**config.mk**
```make
export PLATFORM = sky130hd
export DESIGN_NAME = fst_tag_array
export DESIGN_NICKNAME = d
export VERILOG_FILES = /design/src/sv/fst_pkg.sv /design/src/sv/fst_tag_array.sv
export SDC_FILE = /design/constraint.sdc
export NUM_CORES = 1
export LEC_CHECK = 0
export ABC_AREA = 1
export BUFFER_PORTS_ARGS = -buffer_cell sky130_fd_sc_hd__buf_2
export CORE_MARGIN = 3
export CORE_UTILIZATION = 55
export CTS_CLUSTER_DIAMETER = 80
export DETAILED_ROUTE_END_ITERATION = 10
export GPL_ROUTABILITY_DRIVEN = 0
export PLACE_DENSITY = 0.73
export SKIP_CTS_REPAIR_TIMING = 1
export SLEW_MARGIN = 15
export SYNTH_ARGS = -nofsm -noshare
export SYNTH_HDL_FRONTEND = slang
export SYNTH_SLANG_ARGS = --single-unit
```
**constraint.sdc**
```tcl
create_clock -name clk_i -period 5.4 [get_ports clk_i]
set_input_delay 0.54 -clock clk_i [delete_from_list [all_inputs] [get_ports clk_i]]
set_output_delay 0.54 -clock clk_i [all_outputs]
set_load 0.02 [all_outputs]
```
**src/sv/fst_pkg.sv**
```systemverilog
// Shared types, constants and helpers for the fingerprinted slot table.
package fst_pkg;

  localparam int unsigned SlotCount = 64;
  localparam int unsigned SlotW     = (SlotCount > 1) ? $clog2(SlotCount) : 1;
  localparam int unsigned KeyW      = 64;
  localparam int unsigned ValueW    = 64;
  localparam int unsigned FpW       = 8;
  localparam int unsigned OpW       = 2;
  localparam int unsigned StatusW   = 2;
  localparam int unsigned SlotOutW  = 6;

  localparam logic [OpW-1:0] OpLookup = 2'd0;
  localparam logic [OpW-1:0] OpUpsert = 2'd1;
  localparam logic [OpW-1:0] OpRemove = 2'd2;

  typedef enum logic [StatusW-1:0] {
    StsFound    = 2'd0,
    StsMissing  = 2'd1,
    StsInserted = 2'd2,
    StsFull     = 2'd3
  } status_e;

  typedef enum logic [1:0] {
    StIdle,
    StProbe,
    StCheck,
    StDone
  } state_e;

  typedef logic [SlotCount-1:0] slot_mask_t;
  typedef logic [SlotW-1:0]     slot_idx_t;

  // Update of the valid/fingerprint array.
  typedef struct packed {
    logic           set_valid;
    logic           clr_valid;
    slot_idx_t      idx;
    logic [FpW-1:0] fp;
  } tag_upd_t;

  // Status seen by the controller.
  typedef struct packed {
    slot_mask_t valid;
    slot_mask_t match;
    logic       free_found;
    slot_idx_t  free_idx;
  } tag_info_t;

  // Index of the lowest set bit, zero when none is set.
  function automatic slot_idx_t lowest_set(slot_mask_t m);
    slot_idx_t idx;
    idx = '0;
    for (int i = SlotCount - 1; i >= 0; i--) begin
      if (m[i]) begin
        idx = slot_idx_t'(i);
      end
    end
    return idx;
  endfunction

endpackage

```
**src/sv/fst_tag_array.sv**
```systemverilog
// Valid bits and fingerprints of all slots, with parallel match and free-slot search.
module fst_tag_array (
  input  logic                      clk_i,
  input  logic                      rst_ni,
  input  logic [fst_pkg::FpW-1:0]   query_fp_i,
  input  fst_pkg::tag_upd_t         upd_i,
  output fst_pkg::tag_info_t        info_o
);
  import fst_pkg::*;

  slot_mask_t     valid_q, valid_d;
  logic [FpW-1:0] fp_q [SlotCount];

  always_comb begin
    valid_d = valid_q;
    if (upd_i.set_valid) begin
      valid_d[upd_i.idx] = 1'b1;
    end
    if (upd_i.clr_valid) begin
      valid_d[upd_i.idx] = 1'b0;
    end
  end

  always_ff @(posedge clk_i or negedge rst_ni) begin
    if (!rst_ni) begin
      valid_q <= '0;
    end else begin
      valid_q <= valid_d;
    end
  end

  always_ff @(posedge clk_i) begin
    if (upd_i.set_valid) begin
      fp_q[upd_i.idx] <= upd_i.fp;
    end
  end

  always_comb begin
    for (int i = 0; i < SlotCount; i++) begin
      info_o.match[i] = valid_q[i] && (fp_q[i] == query_fp_i);
    end
    info_o.valid      = valid_q;
    info_o.free_found = ~&valid_q;
    info_o.free_idx   = lowest_set(~valid_q);
  end

endmodule

```
# Word-level counts from Yosys, hierarchy flattened
# Memory sizes are Yosys's and may differ from the RTL's.
# Index checks and enable logic that the tools add are counted.
dict set report totals {
  reg_bits 64
  ram_bits 512
  input_bits 26
  output_inout_bits 135
  wordCells 209
  mem_count 1
}
# memory depth word_bits rd rd_ports_with_merged_regs wr line
set mem_list {}
lappend mem_list {fp_q 64 8 64 0 1 fst_tag_array.sv:12} ;# logic [FpW-1:0] fp_q [SlotCount];
dict set report classes {
  n_lt_le_gt_ge 2
  eq_ne 64
  mux 70
  n_bitwise 4
  n_reduce_logical 67
}
# operator n
set op_table {}
lappend op_table {{8-bit == test} 64}
lappend op_table {{6-bit 2-to-1 mux} 64}
lappend op_table {{64-bit 2-to-1 mux} 2}
lappend op_table {{64-bit NOT} 2}
lappend op_table {{1-bit logical AND} 65}
lappend op_table {{64-bit bitwise AND} 1}
lappend op_table {{64-bit OR} 1}
lappend op_table {{64-bit AND reduction} 1}
lappend op_table {{6-bit by 7-bit less-than comparator with 1-bit output (second input constant)} 1}
lappend op_table {{1-bit demux with 6-bit select} 1}
lappend op_table {{6-bit by 1-bit greater-or-equal comparator with 1-bit output (second input constant)} 1}
lappend op_table {{1-bit 2-to-1 mux} 3}
lappend op_table {{1-bit logical NOT} 1}

# Depth between registers and ports, before layout
dict set report logic_depth {
  depth_word 65
  ltp_mapped 63
  ltp_nobuf 63
}

# Worst setup path after synthesis
# No wires, ideal clock.
dict set report synth_path {
  path_kind {reg2out}
  startpoint {reg valid_q[63]}
  endpoint {out info_o[0] in the netlist's numbering}
  arrival_ps 3870
  required_time_ps 4860
  path_slack_ps 990
  path_stages_with_launch 64
  path_buffers 0
  cell_sequence {dfrtp_1 > inv_2 > nand2_1 > nand2_1 > nand2_1 > nand2_1 > nand2_1 > nand2_1 > nand2_1 > nand2_1 > nand2_1 > nand2_1 > nand2_1 > nand2_1 > nand2_1 > nand2_1 > nand2_1 > nand2_1 > (+28 left out) > nand2_1 > nand2_1 > nand2_1 > nand2_1 > nand2_1 > nand2_1 > nand2_1 > nand2_1 > nand2_1 > nand2_1 > nand2_1 > nand2_1 > nand2_1 > nand2_1 > nand2_1 > nand2_1 > nand2_1 > a21oi_2}
}
# item line
set synth_rtl {}
lappend synth_rtl {{from (decl)} fst_tag_array.sv:11} ;# slot_mask_t valid_q, valid_d;
lappend synth_rtl {{from (signal assigned)} fst_tag_array.sv:28} ;# valid_q <= valid_d;
lappend synth_rtl {{to (decl)} fst_tag_array.sv:7} ;# output fst_pkg::tag_info_t info_o

==> flow_summary.yaml <==
place:
  dp_hpwl_mm: 44.0
  io_buffers: 160
  place_area_um2: 26500
  dp_slack_ns: 0.710
  dp.cells: 2714
finish:
  final_util: 0.643
  instances_no_fill: 2827
  layout.nets: 2209
  drive_above_1_share: 0.158
  layout_commonest_cell: "edfxtp_1"
  n_fill_cell: 3258
  final_area_um2: 28500
  final_cell_mix: "edfxtp_1, nand2_1, buf_2, nor2_1, o22ai_1"
  area_growth_pct: 15.0
timing:
  max_slew_margin: 0.153
  setup_violations: 0
  hold_viol: 0
  worstMarginPinSlew_ns: 1.26
  slew_violations: 0
  fin_crit_sh: 0.992
  setup_slack_ns: 0.0408
  finClkSkew_ns: 0
  post-route-min-period_ns: 5.36
  rsz0062_at_grt: "true"
  fmax_mhz: 187
synth:
  yosysSeqAreaShare: 0.685
  synth_top_cells_by_area: "edfxtp_1, dfrtp_1, nand2_1, xor2_1, a221oi_1"
  synthDistinctLibCells: 31
  ys_warn_count: 0
  synth_area_leader_cell: "edfxtp_1"
  synthCells: 1996
  synth_nets: 2022
  postSynthAreaPerCell_um2: 12.4
  ys_ff_latch: 576
  synth.cell_area_um2: 24800
  synth_top_area_frac: 0.620
floorplanning:
  fp.dieH_um: 218
  num_rows: 77
  pin_count: 161
  core_area_um2: 44300
  design.die.area_um2: 47600
  die_w_um: 218
  start_util: 0.559
status:
  outcome: "finished clean"
route:
  drt_iter0_drc: 2313
  drc: 0
  first_pass_iters: 6
  drtAntennaViolNets: 0
  routedWlPerCell_um: 25.5
  wl_mm: 72.2
  vias: 18120
  viasPerCell: 6.41
power_and_ir_drop:
  intPower_mw: 7.56
  power.total_mw: 10.1
  p_seq_frac: 0.514
  clkPwrFrac: 0.387
  p_leak_nw: 10.0
  ir_drop_mv: 0.270
  comb_power_share: 0.099
  p_per_area_nw_per_um2: 355
  switching_share: 0.253
  switchingPower_mw: 2.56
worst_setup_path:
  crit_slowest_cell: "dfrtp_1"
  r2r_end: "valid_q[59]$_DFF_PN0_"
  ff2ff_setup_slack_ns: 4.46
  cp-endpoint: "info_o[0]"
  cp-start-kind: "register"
  cp.arrival_ns: 4.82
  ff2ff_path_depth: 3
  worstPathMaxFanout: 3
  crit_required_ns: 4.86
  crit-reg2reg-launch: "valid_q[59]$_DFF_PN0_"
  critPathMostFrequentCell: "nand2_1"
  end_kind: "output pin"
  critPathKind: "register to output pin"
  startpoint: "valid_q[63]$_DFF_PN0_"
  max_stage_delay_ns: 0.40
clock_tree:
  clkTransAtPathRegs_ns: 0.06
  cts_buffer_depth: 3
  clk_latency_ns: 0.60
  clock_sinks: 576
  cts_tree: "done"
  cts_root_buf: "clkbuf_16"
  numCtsBuffers: 57
  cts_max_level: 2
global_route:
  grt_pass1_wl_mm: 107
  antenna_found_initial: 6
  grt_pass1_vias: 17255
  gr-total-overflow: 0
  grt_max_degree: 65
  grt_usage: 0.302
job:
  max_cap_viol_count: 0
worst_hold_path:
  hp-class: "input pin to async pin"
## metal layers
layer | global-route usage | up-vias | share of wire
met3 | 0.0670 | 188 | 0.12
met2 | 0.481 | 1125 | 0.46
met5 | 0 | - | 0.00087
met1 | 0.414 | 8917 | 0.38
li1 | - | 7882 | -
met4 | 0.106 | 8 | 0.037
## cell type report
type / instances / area [um^2] / area share
Antenna cell: 4 / 10.0 / 0.000351
Clock buffer: 82 / 1590 / 0.0559
Clock inverter: 25 / 254 / 0.00891
Inverter: 113 / 428 / 0.0150
Multi-Input combinational cell: 1197 / 7090 / 0.249
Sequential cell: 576 / 17000 / 0.596
Tap cell: 592 / 741 / 0.0260
Timing Repair Buffer: 238 / 1410 / 0.0494
## how the worst min path moves through the flow
stage | start | to | cells after the start
global route | rst_ni | valid_q[55]$_DFF_PN0_ | 1
finish | rst_ni | valid_q[50]$_DFF_PN0_ | 1
global placement | valid_q[54]$_DFF_PN0_ | valid_q[54]$_DFF_PN0_ | 1
detailed placement | valid_q[54]$_DFF_PN0_ | valid_q[54]$_DFF_PN0_ | 1
floorplan | rst_ni | valid_q[0]$_DFF_PN0_ | 0
CTS | rst_ni | valid_q[37]$_DFF_PN0_ | 1
## cells by family after synthesis
family                 after synthesis  share of synthesized area
AO/OA/AOI/OAI                      442                      0.119
flip-flops                         576                      0.685
buffers and inverters              223                     0.0338
AND/OR/NAND/NOR                    586                      0.102
XOR/XNOR                           169                     0.0597
## Yosys cell counts, drive strengths merged
cell type  count
o21ai         96
nand2        250
nor2         152
xnor2         71
o2111ai       17
a2111oi       10
dfrtp         64
inv          108
o31ai          1
a221oi        74
o21bai         1
nand4         25
o22ai        101
edfxtp       512
nand3         32
xor2          98
a31oi         43
o32a          11
o211ai         3
a22o           4
buf           18
a21oi         42
a21boi         5
clkinv         5
clkbuf        92
nor3          73
a211oi        34
nor4          54
## state kept, by name, summed over array words and instances, names as in the netlist
name,cells
valid_q,64
fp_q,512
## per-stage QoR
stage / setup TNS, ns / hold slack [ns]
4_1_cts: 0 / 0.0540
5_1_grt: -0.671 / 0.0967
2_1_floorplan: 0 / 0.244
3_3_place_gp: 0 / 0.572
6_report: 0 / 0.0229
3_5_place_dp: 0 / 0.591
## power by group through the flow
stage               clock network [mW]  logic (mW)  registers [mW]
finish                            3.91        1.01            5.20
global route                      4.13        1.08            5.21
CTS                               3.94       0.985            5.19
detailed placement                   0       0.982            5.28
global placement                     0       0.967            5.28
floorplan                            0       0.449            5.29
## worst max-delay path: cells and delay by family (launching register included)
kind,cells,cell delay (ns)
flops,1,0.40
compound gates,1,0.20
simple gates,61,3.35
buf+inv,2,0.24
No activity file was read; power rests on OpenSTA's default activity.
